File: config.mk
export PLATFORM = sky130hd
export DESIGN_NAME = rgb_hsv_color_converter
export DESIGN_NICKNAME = d
export VERILOG_FILES = /design/src/sv/rhc_pkg.sv /design/src/sv/rhc_rgb_front.sv /design/src/sv/rhc_div_pipe.sv /design/src/sv/rhc_hsv_path.sv /design/src/sv/rgb_hsv_color_converter.sv
export SDC_FILE = /design/constraint.sdc
export NUM_CORES = 2
export LEC_CHECK = 0
export BUFFER_PORTS_ARGS = -buffer_cell sky130_fd_sc_hd__buf_2
export CAP_MARGIN = 10
export CORE_ASPECT_RATIO = 1.2
export CORE_MARGIN = 1.5
export CORE_UTILIZATION = 35
export DETAILED_ROUTE_END_ITERATION = 6
export PLACE_DENSITY_LB_ADDON = 0.05
export SETUP_SLACK_MARGIN = 0.2
export SLEW_MARGIN = 20
export SYNTH_ARGS = -nofsm -noshare
export SYNTH_HDL_FRONTEND = slang
export SYNTH_SLANG_ARGS = --single-unit
File: constraint.sdc
create_clock -name clk -period 17.1 [get_ports clk]
set_input_delay 0.855 -clock clk [delete_from_list [all_inputs] [get_ports clk]]
set_output_delay 0.855 -clock clk [all_outputs]
set_load 0.05 [all_outputs]
File: src/sv/rhc_pkg.sv
// Shared types and constants for the RGB/HSV color converter.
package rhc_pkg;

    localparam int CH_W        = 12;
    localparam int SEXT_SPAN   = 682;
    localparam int HUE_GREEN   = 1365;
    localparam int HUE_BLUE    = 2730;
    localparam int FULL_CIRCLE = 4092;
    localparam int CH_MAX      = 4095;

    // Saturation divider yields 13 quotient bits, hue divider 10 (quotient <= 682).
    localparam int SAT_STEPS   = 13;
    localparam int HUE_STEPS   = 10;
    localparam int HUE_SKIP    = SAT_STEPS - HUE_STEPS;
    localparam int PROD_W      = CH_W + HUE_STEPS;

    // Register stages from the input to the result register, per path.
    localparam int PATH_STAGES = 2 + SAT_STEPS;
    localparam int HSV_CORE    = 5;
    localparam int HSV_PAD     = PATH_STAGES - HSV_CORE;
    localparam int LATENCY     = PATH_STAGES + 1;

    localparam logic REQ_RGB2HSV = 1'b0;
    localparam logic REQ_HSV2RGB = 1'b1;

    typedef logic [CH_W-1:0] chan_t;

    typedef enum logic [2:0] {
        SEL_RED   = 3'b001,
        SEL_GREEN = 3'b010,
        SEL_BLUE  = 3'b100
    } hue_sel_t;

    typedef struct packed {
        hue_sel_t sel;
        logic     neg;
        logic     grey;
        logic     black;
    } hue_ctl_t;

endpackage

File: src/sv/rhc_rgb_front.sv
// RGB front end: max/min, channel difference and hue numerator product.
module rhc_rgb_front
    import rhc_pkg::*;
(
    input  logic             clk,
    input  logic             rst_n,
    input  logic             in_valid,
    input  chan_t            red,
    input  chan_t            green,
    input  chan_t            blue,
    output logic             out_valid,
    output chan_t            out_max,
    output chan_t            out_delta,
    output logic [PROD_W-1:0] out_prod,
    output hue_ctl_t         out_ctl
);

    chan_t    mx_next;
    chan_t    mn_next;
    chan_t    abs_next;
    hue_ctl_t ctl_next;
    chan_t    num_a;
    chan_t    num_b;

    logic     v1_reg;
    chan_t    mx1_reg;
    chan_t    d1_reg;
    chan_t    abs1_reg;
    hue_ctl_t ctl1_reg;

    logic              v2_reg;
    chan_t             mx2_reg;
    chan_t             d2_reg;
    logic [PROD_W-1:0] prod2_reg;
    hue_ctl_t          ctl2_reg;

    always_comb
    begin
        mx_next = red;
        mn_next = red;
        if (green > mx_next)
        begin
            mx_next = green;
        end
        if (blue > mx_next)
        begin
            mx_next = blue;
        end
        if (green < mn_next)
        begin
            mn_next = green;
        end
        if (blue < mn_next)
        begin
            mn_next = blue;
        end

        // Ties go red over green over blue.
        if (mx_next == red)
        begin
            ctl_next.sel = SEL_RED;
            num_a        = green;
            num_b        = blue;
        end
        else if (mx_next == green)
        begin
            ctl_next.sel = SEL_GREEN;
            num_a        = blue;
            num_b        = red;
        end
        else
        begin
            ctl_next.sel = SEL_BLUE;
            num_a        = red;
            num_b        = green;
        end
        ctl_next.neg   = (num_a < num_b);
        ctl_next.grey  = (mx_next == mn_next);
        ctl_next.black = (mx_next == '0);
        abs_next       = ctl_next.neg ? (num_b - num_a) : (num_a - num_b);
    end

    always_ff @(posedge clk or negedge rst_n)
    begin
        if (!rst_n)
        begin
            v1_reg <= 1'b0;
            v2_reg <= 1'b0;
        end
        else
        begin
            v1_reg <= in_valid;
            v2_reg <= v1_reg;
        end
    end

    always_ff @(posedge clk)
    begin
        mx1_reg   <= mx_next;
        d1_reg    <= mx_next - mn_next;
        abs1_reg  <= abs_next;
        ctl1_reg  <= ctl_next;
        mx2_reg   <= mx1_reg;
        d2_reg    <= d1_reg;
        prod2_reg <= PROD_W'(abs1_reg) * PROD_W'(SEXT_SPAN);
        ctl2_reg  <= ctl1_reg;
    end

    assign out_valid = v2_reg;
    assign out_max   = mx2_reg;
    assign out_delta = d2_reg;
    assign out_prod  = prod2_reg;
    assign out_ctl   = ctl2_reg;

endmodule

File: src/sv/rhc_div_pipe.sv
// Pipelined restoring dividers: one saturation quotient bit per stage, hue bits in the later stages.
module rhc_div_pipe
    import rhc_pkg::*;
(
    input  logic              clk,
    input  logic              rst_n,
    input  logic              in_valid,
    input  chan_t             in_max,
    input  chan_t             in_delta,
    input  logic [PROD_W-1:0] in_prod,
    input  hue_ctl_t          in_ctl,
    output logic              out_valid,
    output chan_t             hue,
    output chan_t             sat,
    output chan_t             value
);

    logic                  vld_reg  [1:SAT_STEPS];
    chan_t                 mx_reg   [1:SAT_STEPS];
    logic [SAT_STEPS-1:0]  squo_reg [1:SAT_STEPS];
    logic [HUE_STEPS-1:0]  hquo_reg [1:SAT_STEPS];
    hue_ctl_t              ctl_reg  [1:SAT_STEPS];
    chan_t                 d_reg    [1:SAT_STEPS-1];
    chan_t                 srem_reg [1:SAT_STEPS-1];
    chan_t                 hrem_reg [1:SAT_STEPS-1];
    logic [HUE_STEPS-1:0]  plo_reg  [1:SAT_STEPS-1];

    chan_t                 q_ext;
    hue_ctl_t              ctl_out;

    for (genvar i = 0; i < SAT_STEPS; i++)
    begin : g_step
        logic                 vld_in;
        chan_t                mx_in;
        chan_t                d_in;
        chan_t                srem_in;
        chan_t                hrem_in;
        logic [SAT_STEPS-1:0] squo_in;
        logic [HUE_STEPS-1:0] hquo_in;
        logic [HUE_STEPS-1:0] plo_in;
        hue_ctl_t             ctl_in;
        logic [CH_W:0]        s_trial;
        logic [CH_W:0]        s_diff;
        logic                 s_ge;
        chan_t                srem_next;
        chan_t                hrem_next;
        logic [HUE_STEPS-1:0] hquo_next;

        if (i == 0)
        begin : g_first
            assign vld_in  = in_valid;
            assign mx_in   = in_max;
            assign d_in    = in_delta;
            assign srem_in = in_delta;
            assign hrem_in = in_prod[PROD_W-1:HUE_STEPS];
            assign plo_in  = in_prod[HUE_STEPS-1:0];
            assign squo_in = '0;
            assign hquo_in = '0;
            assign ctl_in  = in_ctl;
            // First saturation bit compares delta itself (quotient may reach 4096).
            assign s_trial = {1'b0, srem_in};
        end
        else
        begin : g_later
            assign vld_in  = vld_reg[i];
            assign mx_in   = mx_reg[i];
            assign d_in    = d_reg[i];
            assign srem_in = srem_reg[i];
            assign hrem_in = hrem_reg[i];
            assign plo_in  = plo_reg[i];
            assign squo_in = squo_reg[i];
            assign hquo_in = hquo_reg[i];
            assign ctl_in  = ctl_reg[i];
            assign s_trial = {srem_in, 1'b0};
        end

        assign s_diff    = s_trial - {1'b0, mx_in};
        assign s_ge      = (s_trial >= {1'b0, mx_in});
        assign srem_next = s_ge ? s_diff[CH_W-1:0] : s_trial[CH_W-1:0];

        if (i >= HUE_SKIP)
        begin : g_hue
            logic [CH_W:0] h_trial;
            logic [CH_W:0] h_diff;
            logic          h_ge;

            assign h_trial   = {hrem_in, plo_in[HUE_STEPS-1-(i-HUE_SKIP)]};
            assign h_diff    = h_trial - {1'b0, d_in};
            assign h_ge      = (h_trial >= {1'b0, d_in});
            assign hrem_next = h_ge ? h_diff[CH_W-1:0] : h_trial[CH_W-1:0];
            assign hquo_next = {hquo_in[HUE_STEPS-2:0], h_ge};
        end
        else
        begin : g_hold
            assign hrem_next = hrem_in;
            assign hquo_next = hquo_in;
        end

        always_ff @(posedge clk or negedge rst_n)
        begin
            if (!rst_n)
            begin
                vld_reg[i+1] <= 1'b0;
            end
            else
            begin
                vld_reg[i+1] <= vld_in;
            end
        end

        always_ff @(posedge clk)
        begin
            mx_reg[i+1]   <= mx_in;
            squo_reg[i+1] <= {squo_in[SAT_STEPS-2:0], s_ge};
            hquo_reg[i+1] <= hquo_next;
            ctl_reg[i+1]  <= ctl_in;
        end

        if (i < SAT_STEPS - 1)
        begin : g_carry
            always_ff @(posedge clk)
            begin
                d_reg[i+1]    <= d_in;
                srem_reg[i+1] <= srem_next;
                hrem_reg[i+1] <= hrem_next;
                plo_reg[i+1]  <= plo_in;
            end
        end
    end

    assign ctl_out = ctl_reg[SAT_STEPS];
    assign q_ext   = CH_W'(hquo_reg[SAT_STEPS]);

    always_comb
    begin
        hue = '0;
        if (!ctl_out.grey && !ctl_out.black)
        begin
            case (ctl_out.sel)
                SEL_RED:
                begin
                    // Wrap a negative red hue back into the top sextant.
                    if (ctl_out.neg && (q_ext != '0))
                    begin
                        hue = CH_W'(FULL_CIRCLE) - q_ext;
                    end
                    else
                    begin
                        hue = q_ext;
                    end
                end
                SEL_GREEN:
                begin
                    hue = ctl_out.neg ? (CH_W'(HUE_GREEN) - q_ext) : (CH_W'(HUE_GREEN) + q_ext);
                end
                default:
                begin
                    hue = ctl_out.neg ? (CH_W'(HUE_BLUE) - q_ext) : (CH_W'(HUE_BLUE) + q_ext);
                end
            endcase
        end
    end

    always_comb
    begin
        if (ctl_out.black)
        begin
            sat = '0;
        end
        else if (squo_reg[SAT_STEPS][SAT_STEPS-1])
        begin
            sat = CH_W'(CH_MAX);
        end
        else
        begin
            sat = squo_reg[SAT_STEPS][CH_W-1:0];
        end
    end

    assign value     = mx_reg[SAT_STEPS];
    assign out_valid = vld_reg[SAT_STEPS];

endmodule

File: src/sv/rhc_hsv_path.sv
// HSV to RGB path: sextant split, p/q/t products, channel mapping, alignment delay.
module rhc_hsv_path
    import rhc_pkg::*;
(
    input  logic  clk,
    input  logic  rst_n,
    input  logic  in_valid,
    input  chan_t hue,
    input  chan_t sat,
    input  chan_t value,
    output logic  out_valid,
    output chan_t red,
    output chan_t green,
    output chan_t blue
);

    localparam int MUL_W = 2 * CH_W;

    logic [2:0] sext_next;
    chan_t      base_next;
    logic [9:0] frac_next;

    logic       v1_reg;
    logic [2:0] sext1_reg;
    chan_t      rem1_reg;
    chan_t      s1_reg;
    chan_t      val1_reg;

    logic             v2_reg;
    logic [2:0]       sext2_reg;
    chan_t            val2_reg;
    logic [MUL_W-1:0] m1_reg;
    logic [MUL_W-1:0] m2_reg;
    logic [MUL_W-1:0] mp_reg;

    logic       v3_reg;
    logic [2:0] sext3_reg;
    chan_t      val3_reg;
    chan_t      qi3_reg;
    chan_t      ti3_reg;
    chan_t      p3_reg;

    logic             v4_reg;
    logic [2:0]       sext4_reg;
    chan_t            val4_reg;
    chan_t            p4_reg;
    logic [MUL_W-1:0] mq4_reg;
    logic [MUL_W-1:0] mt4_reg;

    chan_t q4;
    chan_t t4;
    chan_t r_next;
    chan_t g_next;
    chan_t b_next;

    logic  v5_reg;
    chan_t r5_reg;
    chan_t g5_reg;
    chan_t b5_reg;

    logic  pv_reg [0:HSV_PAD-1];
    chan_t pr_reg [0:HSV_PAD-1];
    chan_t pg_reg [0:HSV_PAD-1];
    chan_t pb_reg [0:HSV_PAD-1];

    always_comb
    begin
        sext_next = '0;
        for (int k = 1; k <= 6; k++)
        begin
            if (hue >= CH_W'(k * SEXT_SPAN))
            begin
                sext_next = 3'(k);
            end
        end
        base_next = CH_W'(32'(sext_next) * SEXT_SPAN);
        frac_next = 10'(hue - base_next);
    end

    always_ff @(posedge clk or negedge rst_n)
    begin
        if (!rst_n)
        begin
            v1_reg <= 1'b0;
            v2_reg <= 1'b0;
            v3_reg <= 1'b0;
            v4_reg <= 1'b0;
            v5_reg <= 1'b0;
        end
        else
        begin
            v1_reg <= in_valid;
            v2_reg <= v1_reg;
            v3_reg <= v2_reg;
            v4_reg <= v3_reg;
            v5_reg <= v4_reg;
        end
    end

    always_ff @(posedge clk)
    begin
        sext1_reg <= sext_next;
        rem1_reg  <= (CH_W'(frac_next) << 2) + (CH_W'(frac_next) << 1);
        s1_reg    <= sat;
        val1_reg  <= value;

        sext2_reg <= sext1_reg;
        val2_reg  <= val1_reg;
        m1_reg    <= MUL_W'(s1_reg) * MUL_W'(rem1_reg);
        m2_reg    <= MUL_W'(s1_reg) * MUL_W'(CH_W'(CH_MAX) - rem1_reg);
        mp_reg    <= MUL_W'(val1_reg) * MUL_W'(CH_W'(CH_MAX) - s1_reg);

        sext3_reg <= sext2_reg;
        val3_reg  <= val2_reg;
        qi3_reg   <= CH_W'(CH_MAX) - m1_reg[MUL_W-1:CH_W];
        ti3_reg   <= CH_W'(CH_MAX) - m2_reg[MUL_W-1:CH_W];
        p3_reg    <= mp_reg[MUL_W-1:CH_W];

        sext4_reg <= sext3_reg;
        val4_reg  <= val3_reg;
        p4_reg    <= p3_reg;
        mq4_reg   <= MUL_W'(val3_reg) * MUL_W'(qi3_reg);
        mt4_reg   <= MUL_W'(val3_reg) * MUL_W'(ti3_reg);

        r5_reg    <= r_next;
        g5_reg    <= g_next;
        b5_reg    <= b_next;
    end

    assign q4 = mq4_reg[MUL_W-1:CH_W];
    assign t4 = mt4_reg[MUL_W-1:CH_W];

    // The top partial sextant (hue 4092 and up) maps like sextant five.
    always_comb
    begin
        case (sext4_reg)
            3'd0:
            begin
                r_next = val4_reg; g_next = t4;       b_next = p4_reg;
            end
            3'd1:
            begin
                r_next = q4;       g_next = val4_reg; b_next = p4_reg;
            end
            3'd2:
            begin
                r_next = p4_reg;   g_next = val4_reg; b_next = t4;
            end
            3'd3:
            begin
                r_next = p4_reg;   g_next = q4;       b_next = val4_reg;
            end
            3'd4:
            begin
                r_next = t4;       g_next = p4_reg;   b_next = val4_reg;
            end
            default:
            begin
                r_next = val4_reg; g_next = p4_reg;   b_next = q4;
            end
        endcase
    end

    // Delay to match the divider path so results leave in order.
    for (genvar i = 0; i < HSV_PAD; i++)
    begin : g_pad
        logic  v_in;
        chan_t r_in;
        chan_t g_in;
        chan_t b_in;

        if (i == 0)
        begin : g_head
            assign v_in = v5_reg;
            assign r_in = r5_reg;
            assign g_in = g5_reg;
            assign b_in = b5_reg;
        end
        else
        begin : g_tail
            assign v_in = pv_reg[i-1];
            assign r_in = pr_reg[i-1];
            assign g_in = pg_reg[i-1];
            assign b_in = pb_reg[i-1];
        end

        always_ff @(posedge clk or negedge rst_n)
        begin
            if (!rst_n)
            begin
                pv_reg[i] <= 1'b0;
            end
            else
            begin
                pv_reg[i] <= v_in;
            end
        end

        always_ff @(posedge clk)
        begin
            pr_reg[i] <= r_in;
            pg_reg[i] <= g_in;
            pb_reg[i] <= b_in;
        end
    end

    assign out_valid = pv_reg[HSV_PAD-1];
    assign red       = pr_reg[HSV_PAD-1];
    assign green     = pg_reg[HSV_PAD-1];
    assign blue      = pb_reg[HSV_PAD-1];

endmodule

File: src/sv/rgb_hsv_color_converter.sv
// Top level of the RGB/HSV color converter: both paths and the result register.
//
//  channel   | handshake          | fields
//  ----------+--------------------+----------------------------------------------
//  request   | start / busy       | req_type, red_or_hue, green_or_sat, blue_or_value
//  result    | done (one cycle)   | hue_or_red, sat_or_green, value_or_blue
//
// An item is taken in every cycle; busy stays low.
// Results leave in order. Each item passes the two front-end stages, the 13 one-bit
// saturation divider stages and the output register on its way to the outputs.
// The HSV to RGB path is padded to the same depth.
// Reset clears only the valid bits; no result is lost since the receiver never stalls.
module rgb_hsv_color_converter
    import rhc_pkg::*;
(
    input  logic  clk,
    input  logic  rst_n,
    input  logic  start,
    output logic  busy,
    input  logic  req_type,
    input  chan_t red_or_hue,
    input  chan_t green_or_sat,
    input  chan_t blue_or_value,
    output logic  done,
    output chan_t hue_or_red,
    output chan_t sat_or_green,
    output chan_t value_or_blue
);

    logic              accept;
    logic              rgb_in_valid;
    logic              hsv_in_valid;

    logic              front_valid;
    chan_t             front_max;
    chan_t             front_delta;
    logic [PROD_W-1:0] front_prod;
    hue_ctl_t          front_ctl;

    logic              div_valid;
    chan_t             div_hue;
    chan_t             div_sat;
    chan_t             div_value;

    logic              hsv_valid;
    chan_t             hsv_red;
    chan_t             hsv_green;
    chan_t             hsv_blue;

    logic              done_reg;
    chan_t             a_reg;
    chan_t             b_reg;
    chan_t             c_reg;

    assign busy         = 1'b0;
    assign accept       = start && !busy;
    assign rgb_in_valid = accept && (req_type == REQ_RGB2HSV);
    assign hsv_in_valid = accept && (req_type == REQ_HSV2RGB);

    rhc_rgb_front u_front (
        .clk       (clk),
        .rst_n     (rst_n),
        .in_valid  (rgb_in_valid),
        .red       (red_or_hue),
        .green     (green_or_sat),
        .blue      (blue_or_value),
        .out_valid (front_valid),
        .out_max   (front_max),
        .out_delta (front_delta),
        .out_prod  (front_prod),
        .out_ctl   (front_ctl)
    );

    rhc_div_pipe u_div (
        .clk       (clk),
        .rst_n     (rst_n),
        .in_valid  (front_valid),
        .in_max    (front_max),
        .in_delta  (front_delta),
        .in_prod   (front_prod),
        .in_ctl    (front_ctl),
        .out_valid (div_valid),
        .hue       (div_hue),
        .sat       (div_sat),
        .value     (div_value)
    );

    rhc_hsv_path u_hsv (
        .clk       (clk),
        .rst_n     (rst_n),
        .in_valid  (hsv_in_valid),
        .hue       (red_or_hue),
        .sat       (green_or_sat),
        .value     (blue_or_value),
        .out_valid (hsv_valid),
        .red       (hsv_red),
        .green     (hsv_green),
        .blue      (hsv_blue)
    );

    always_ff @(posedge clk or negedge rst_n)
    begin
        if (!rst_n)
        begin
            done_reg <= 1'b0;
        end
        else
        begin
            done_reg <= div_valid || hsv_valid;
        end
    end

    // Both paths have equal depth, so at most one presents an item per cycle.
    always_ff @(posedge clk)
    begin
        if (div_valid)
        begin
            a_reg <= div_hue;
            b_reg <= div_sat;
            c_reg <= div_value;
        end
        else
        begin
            a_reg <= hsv_red;
            b_reg <= hsv_green;
            c_reg <= hsv_blue;
        end
    end

    assign done          = done_reg;
    assign hue_or_red    = a_reg;
    assign sat_or_green  = b_reg;
    assign value_or_blue = c_reg;

endmodule

Word level (Yosys, flattened, before mapping):

Memories as Yosys holds them, arrays and structs flattened.
Index checks and enable logic that the tools add are counted.

* register bits after elaboration: 448
* memory bits (writable): 1445
* bits of input ports: 40
* output and inout port bits: 38
* word-level logic and storage cells: 231
* memories: 11

Memory list
* u_div.squo_reg: words 13, bits a word 13, rd ports 13, clocked after Yosys merged registers in 0, write ports 13, line rhc_div_pipe.sv:20 `logic [SAT_STEPS-1:0] squo_reg [1:SAT_STEPS];`
* u_div.mx_reg: words 13, bits a word 12, rd ports 13, clocked after Yosys merged registers in 0, write ports 13, line rhc_div_pipe.sv:19 `chan_t mx_reg [1:SAT_STEPS];`
* u_div.d_reg: words 12, bits a word 12, rd ports 12, clocked after Yosys merged registers in 0, write ports 12, line rhc_div_pipe.sv:23 `chan_t d_reg [1:SAT_STEPS-1];`
* u_div.hrem_reg: words 12, bits a word 12, rd ports 12, clocked after Yosys merged registers in 0, write ports 12, line rhc_div_pipe.sv:25 `chan_t hrem_reg [1:SAT_STEPS-1];`
* u_div.srem_reg: words 12, bits a word 12, rd ports 12, clocked after Yosys merged registers in 0, write ports 12, line rhc_div_pipe.sv:24 `chan_t srem_reg [1:SAT_STEPS-1];`
* u_div.hquo_reg: words 13, bits a word 10, rd ports 13, clocked after Yosys merged registers in 0, write ports 13, line rhc_div_pipe.sv:21 `logic [HUE_STEPS-1:0] hquo_reg [1:SAT_STEPS];`
* 5 more memories

* add/sub/neg operators: 35
* multipliers: 7
* magnitude comparators: 34
* eq/ne operators: 9
* mux-type cells: 50
* bitwise operators: 1
* reductions and logical operators: 14

Operator list (count)
* $mux W12: 39
* $sub A12 B12 Y12: 24
* $ge A13 B12 Y1: 22
* $pmux W12 S3: 3
* $mul A12 B12 Y24: 3
* $mul A12 B24 Y24: 2
* $eq A12 B12 Y1: 3
* $ge A12 B12 Y1 const B: 3
* $lt A12 B12 Y1: 3
* $sub A12 B12 Y13 const A: 2
* $ge A12 B11 Y1 const B: 2
* $gt A12 B12 Y1: 2
* $pmux W12 S2: 1
* $sub A12 B12 Y12 const A: 2
* $mul A12 B9 Y21 const B: 1
* $mux W3: 6
* $add A11 B10 Y12 const A: 1
* $add A12 B10 Y12 const A: 1
* $add A12 B11 Y12: 1
* $ge A12 B10 Y1 const B: 1
* $ge A12 B12 Y1: 1
* $logic_not A12 Y1: 1
* $reduce_bool A12 Y1: 1
* $sub A11 B10 Y12 const A: 1
* other kinds (14): 24

Longest topological paths before layout:

* depth after elaboration: 10
* depth in mapped cells: 40
* mapped depth without buffers: 32

Cells and area by module:

Synthesis repeated with hierarchy kept, for this count alone.

* cells, all modules: 7631
* area, all modules: 80223.2 sq um

By module, submodules not included
* rhc_hsv_path: instances 1, cells each 3395, area an instance 36092.1 sq um, seq. area each 12126.6 sq um
* rhc_div_pipe: instances 1, cells each 3296, area an instance 34758.3 sq um, seq. area each 18082.3 sq um
* rhc_rgb_front: instances 1, cells each 858, area an instance 8011.4 sq um, seq. area each 1911.8 sq um
* rgb_hsv_color_converter: instances 1, cells each 82, area an instance 1361.3 sq um, seq. area each 745.7 sq um

Worst setup path after synthesis:

OpenSTA, ideal clock, no wires.

* path kind: input-to-reg
* start point: input port red_or_hue[10]
* end point: register u_front.abs1_reg[11]
* arrival: 9001 ps
* slack: 8028 ps
* stages on the path: 33
* path buffers: 7
* cells stage by stage: clkbuf_1 clkinv_1 ha_1 nand4_1 nor2_1 a21boi_0 o31a_1 buf_1 clkbuf_1 buf_1 a21oi_1 ha_1 and3_1 a221o_1 a221o_1 o22a_4 buf_2 a221oi_2 o2111ai_2 nor4_4 buf_6 mux2_2 a21o_1 ha_1 a211o_1 o21ai_0 or2_2 a21o_1 clkbuf_1 mux2i_1 a211oi_1 o21ai_0 xor2_1

RTL lines
* start: declaration: line rgb_hsv_color_converter.sv:21 `input chan_t red_or_hue,`
* end signal: assignment: line rhc_rgb_front.sv:101 `abs1_reg <= abs_next;`
* end: declaration: line rhc_rgb_front.sv:28 `chan_t abs1_reg;`

Final worst setup path:

* start point: input port red_or_hue[10]
* end point: register u_front.abs1_reg[8]

* cells in the longest elaborated chain, start to end: 9
* elaborated cells between the ends (all ways): 14

RTL lines
* $gt A12 B12 Y1: line rhc_rgb_front.sv:41 `if (green > mx_next)`
* $mux W12 *: line rhc_rgb_front.sv:41
* $gt A12 B12 Y1: line rhc_rgb_front.sv:45 `if (blue > mx_next)`
* $mux W12 *: line rhc_rgb_front.sv:45
* net u_front.mx_next[0]: line rhc_rgb_front.sv:18 `chan_t mx_next;`
* $eq A12 B12 Y1: line rhc_rgb_front.sv:65 `else if (mx_next == green)`
* $mux W12: line rhc_rgb_front.sv:65
* $mux W12: line rhc_rgb_front.sv:59 `if (mx_next == red)`
* $sub A12 B12 Y12 / $lt A12 B12 Y1 (equally long branches): line rhc_rgb_front.sv:80, rhc_rgb_front.sv:77
* $mux W12 *: line rhc_rgb_front.sv:80 `abs_next = ctl_next.neg ? (num_b - num_a) : (num_a - num_b);`
* net u_front.abs_next[8]: line rhc_rgb_front.sv:20 `chan_t abs_next;`

The timed path passes the listed nets; every way through them passes the cells marked *.
A chain may end at the register's enable or synchronous reset.

==> results.md <==
* CTS tree: built
* Layout-stage area growth over the synthesis result at 12.3%
* Post-synthesis mux area share at under 10%
* Standard cell with the maximum stage delay on the critical path: sky130_fd_sc_hd__o22ai_2
* Commonest cells after routing, fill and taps aside: 1,589 x sky130_fd_sc_hd__dfxtp_1, 1,079 x sky130_fd_sc_hd__inv_1, 718 x sky130_fd_sc_hd__ha_1
* Worst slew margin relative to its limit at between 20% and 30%
* Post-Synthesis Cells at about 7,500
* Library cell used as clock root buffer: sky130_fd_sc_hd__clkbuf_16
* Actual slew at the worst max-slew pin at 1.09 ns
* Number of buffers created by CTS at 170
* Hold-fix buffers at CTS at 0
* Resized Gates After CTS at 0
* Most common library cell in the layout ignoring fill and taps: sky130_fd_sc_hd__dfxtp_1
* Largest family of logic cells by synthesized area: adder cells
* Worst Path Required at between 15 and 20 ns
* Setup bufs post-CTS at 0
* Fin Setup TNS at 0 ns
* Number of placement rows at 190
* Residual DRC count at 0
* Total Die Area at ~230,000 µm²
* Largest delay share family, worst path: compound AO/OA/AOI/OAI gates
* Register area share after synthesis at 41.7%
* Layout cells sized above 1 at under 10%
* Worst min-delay path category: in -> async
* Pin count of the biggest net entering global routing at 72
* I/O pins at 78
* Max Clock Freq at between 100 and 150 MHz
* Area fraction in and, or, nand and nor cells after synthesis at a little over a tenth
* Area of the core at 223,000 µm²
* Initial Util at around a third
* Detailed Place HPWL at approximately 150 mm
* Crit path buffers/inverters at 6
* Path type of the worst setup path: in -> reg
* Port buffer count at 76
* Period utilisation layout at 55.5%
* Final period demand of the worst path at 9.49 ns
* Number of global-route vias before repair at 51,809
* Number of clock sinks seen by CTS at 1,622
* DR vias at just under 50,000
* Global-route wire length before repair at 298 mm
* Total Wirelength at 190 mm
* Clock input transition at the sequential cells of the worst setup and hold paths at ~0.060 ns
* Result of the run: completed
* Fin Clk Skew at 0.0735 ns
* Remaining antenna violation count after routing at 0
* XOR/XNOR share of the synthesized area at roughly 2.9%
* Highest net fanout along the worst path at 32
* Violation count after the first detailed-routing iteration at roughly 1,900
* Number of hold violations in the final report at 0
* Flip-flop cell with the highest count after synthesis: sky130_fd_sc_hd__dfxtp_1
* Number of max-cap violations at 0
* Pre-antenna DRT Iters at 5
* Flip-flop count of the largest register after layout at about 160
* Maximum clock insertion buffer count at 3
* Final weighted congestion of routability-driven global placement at roughly 0.85
* Synth Area in Adders at approximately a quarter
* DR WL/cell at around 18 µm
* Die boundary height at ~520 µm
* Count of state elements after synthesis at 1,622
* Data arrival, critical path at 10.21 ns
* # nets final at roughly 9,000
* Clock latency reported for the late side of the worst-skew pair at about 0.83 ns
* Max H-tree Level at 4
* Number of distinct library cell variants in the gate-level netlist after synthesis at 84
* Die span in x at between 400 and 500 µm
* Post-Synthesis Cell Area at 78,300 µm²
* Stage delay of the slowest cell on the critical path at ~0.67 ns
* Endpoints failing setup at 0
* CP Launch Type: input pin
* Kind of end point of the critical path: flip-flop
* Fraction of registers with async set/reset at under 10%
* Total congestion overflow after global routing at 0
* Detail-routed via count per cell at around 4.6
* EDFF count, synth at 0
* Complex-gate fraction of the synthesized area at roughly 8.1%
* Number of antenna violations at the first check in global routing at 3
* Mean instance size in the synthesized netlist at between 10 and 15 µm²
* Final number of max-transition violations at 0
* Global-route usage over all layers at 16.8%
* Unrepaired setup endpoints after global routing: no
* Number of warnings reported in the yosys synthesis log at 0
* Synth Net Count at 8,754
[worst reg2reg max path, stage by stage, from the launching register on]
cell and delay (ns):
sky130_fd_sc_hd__dfxtp_1 0.83, sky130_fd_sc_hd__nand2b_1 0.19, sky130_fd_sc_hd__fa_1 0.57, sky130_fd_sc_hd__inv_1 0.06, sky130_fd_sc_hd__fa_1 0.43, sky130_fd_sc_hd__fa_1 0.57
sky130_fd_sc_hd__fa_1 0.44, sky130_fd_sc_hd__fa_1 0.50, sky130_fd_sc_hd__ha_1 0.34, sky130_fd_sc_hd__a21o_1 0.19, sky130_fd_sc_hd__a21oi_1 0.26, sky130_fd_sc_hd__nor3b_1 0.33
sky130_fd_sc_hd__a211oi_1 0.18, sky130_fd_sc_hd__a311o_1 0.47, sky130_fd_sc_hd__o311a_1 0.36, sky130_fd_sc_hd__a311oi_1 0.46, sky130_fd_sc_hd__inv_1 0.08, sky130_fd_sc_hd__a21oi_1 0.18
sky130_fd_sc_hd__xnor2_1 0.14
[synth_stat cells (6+ instances only)]
master / n / area (µm²)
sky130_fd_sc_hd__nor2_1: 342 / 1280
sky130_fd_sc_hd__or3_1: 17 / 106
sky130_fd_sc_hd__o2111ai_1: 7 / 61.3
sky130_fd_sc_hd__mux2_2: 253 / 2850
sky130_fd_sc_hd__o31ai_1: 38 / 285
sky130_fd_sc_hd__and2_1: 171 / 1070
sky130_fd_sc_hd__a221oi_1: 12 / 105
sky130_fd_sc_hd__o21bai_1: 30 / 225
sky130_fd_sc_hd__nor4_1: 23 / 144
sky130_fd_sc_hd__o211ai_1: 9 / 67.6
sky130_fd_sc_hd__fa_1: 535 / 10700
sky130_fd_sc_hd__buf_1: 23 / 86.3
sky130_fd_sc_hd__xnor2_1: 199 / 1740
sky130_fd_sc_hd__a22oi_1: 6 / 45.0
sky130_fd_sc_hd__dfxtp_1: 1591 / 31900
sky130_fd_sc_hd__o22ai_1: 25 / 156
sky130_fd_sc_hd__a21oi_1: 248 / 1240
sky130_fd_sc_hd__or2_2: 26 / 163
sky130_fd_sc_hd__a211oi_1: 74 / 556
sky130_fd_sc_hd__o21a_1: 62 / 465
sky130_fd_sc_hd__and3_1: 15 / 93.8
sky130_fd_sc_hd__nor3_1: 101 / 505
sky130_fd_sc_hd__a22o_1: 11 / 96.3
sky130_fd_sc_hd__nand2_1: 456 / 1710
sky130_fd_sc_hd__nor2b_1: 179 / 1120
sky130_fd_sc_hd__o2111a_1: 14 / 158
sky130_fd_sc_hd__a311oi_1: 6 / 52.6
sky130_fd_sc_hd__xor2_1: 63 / 552
sky130_fd_sc_hd__nand4_1: 66 / 413
sky130_fd_sc_hd__a31oi_1: 11 / 68.8
sky130_fd_sc_hd__o31a_1: 28 / 245
sky130_fd_sc_hd__mux2i_1: 103 / 1030
sky130_fd_sc_hd__a21o_1: 92 / 691
sky130_fd_sc_hd__nand3_1: 56 / 280
sky130_fd_sc_hd__clkbuf_1: 188 / 706
sky130_fd_sc_hd__inv_1: 1079 / 4050
sky130_fd_sc_hd__dfrtp_1: 31 / 776
sky130_fd_sc_hd__a21boi_0: 52 / 390
sky130_fd_sc_hd__o21ai_0: 182 / 911
sky130_fd_sc_hd__ha_1: 718 / 8980
sky130_fd_sc_hd__nand2b_1: 225 / 1410
[stage by stage]
| stage | hold WS, ns | utilization, % | instances | area, µm² | setup slack [ns] |
|---|---|---|---|---|---|
| floorplan | 0.310 | - | 7461 | 78300 | 8.03 |
| global placement | 0.310 | 36.8 | 10346 | 82000 | 6.82 |
| detailed placement | 0.312 | 36.8 | 10346 | 82000 | 6.77 |
| CTS | 0.0285 | 39.4 | 10660 | 88000 | 7.67 |
| global route | 0.0900 | 39.5 | 10661 | 88000 | 7.01 |
| finish | 0.0820 | 39.5 | 10663 | 88000 | 7.61 |
[layer usage]
layer	wire length [µm]	part of all wire (%)	track usage (%)
met4	6980	3.7	6.51
met2	97500	51	31.2
met5	0	0	0
met1	80100	42	19.5
met3	5040	2.7	2.15
[worst paths after layout]
kind	endpoint	slack (ns)	startpoint	depth (start not counted)
max	u_front.abs1_reg[8]$_DFF_P_	7.61	red_or_hue[10]	34
min	done$_DFF_PN0_	0.08	rst_n	1
max reg2reg	u_hsv.mp_reg[22]$_DFF_P_	10.39	u_hsv.val1_reg[5]$_DFF_P_	18
min reg2reg	u_hsv.p4_reg[3]$_DFF_P_	0.27	u_hsv.p3_reg[3]$_DFF_P_	0
max in group asynchronous	u_hsv.g_pad[2].v_in$_DFF_PN0_	16.57	rst_n	1
min in group clk	u_front.v1_reg$_DFF_PN0_	0.20	req_type	2
[area by class of cell]
cell class	count	area [µm²]
Clock inverter	88	1250
Inverter	1080	4050
Fill cell	22045	135000
Tap cell	2976	3720
Sequential cell	1622	32600
Timing Repair Buffer	132	801
Antenna cell	3	7.51
Multi-Input combinational cell	4536	40800
Clock buffer	226	4720
[cells by family (layout without fill, tap and decap cells)]
| logic type | Yosys count | after routing |
|---|---|---|
| xor+xnor | 262 | 262 |
| buf+inv | 1303 | 1526 |
| compound gates | 960 | 960 |
| other cells | 1 | 4 |
| fa+ha+maj | 1253 | 1253 |
| mux | 357 | 357 |
| flops | 1622 | 1622 |
| simple gates | 1703 | 1703 |
Power is left out: the tool's default activity adds up to more than one toggle a clock period on the data nets, which glitch-free logic cannot reach.
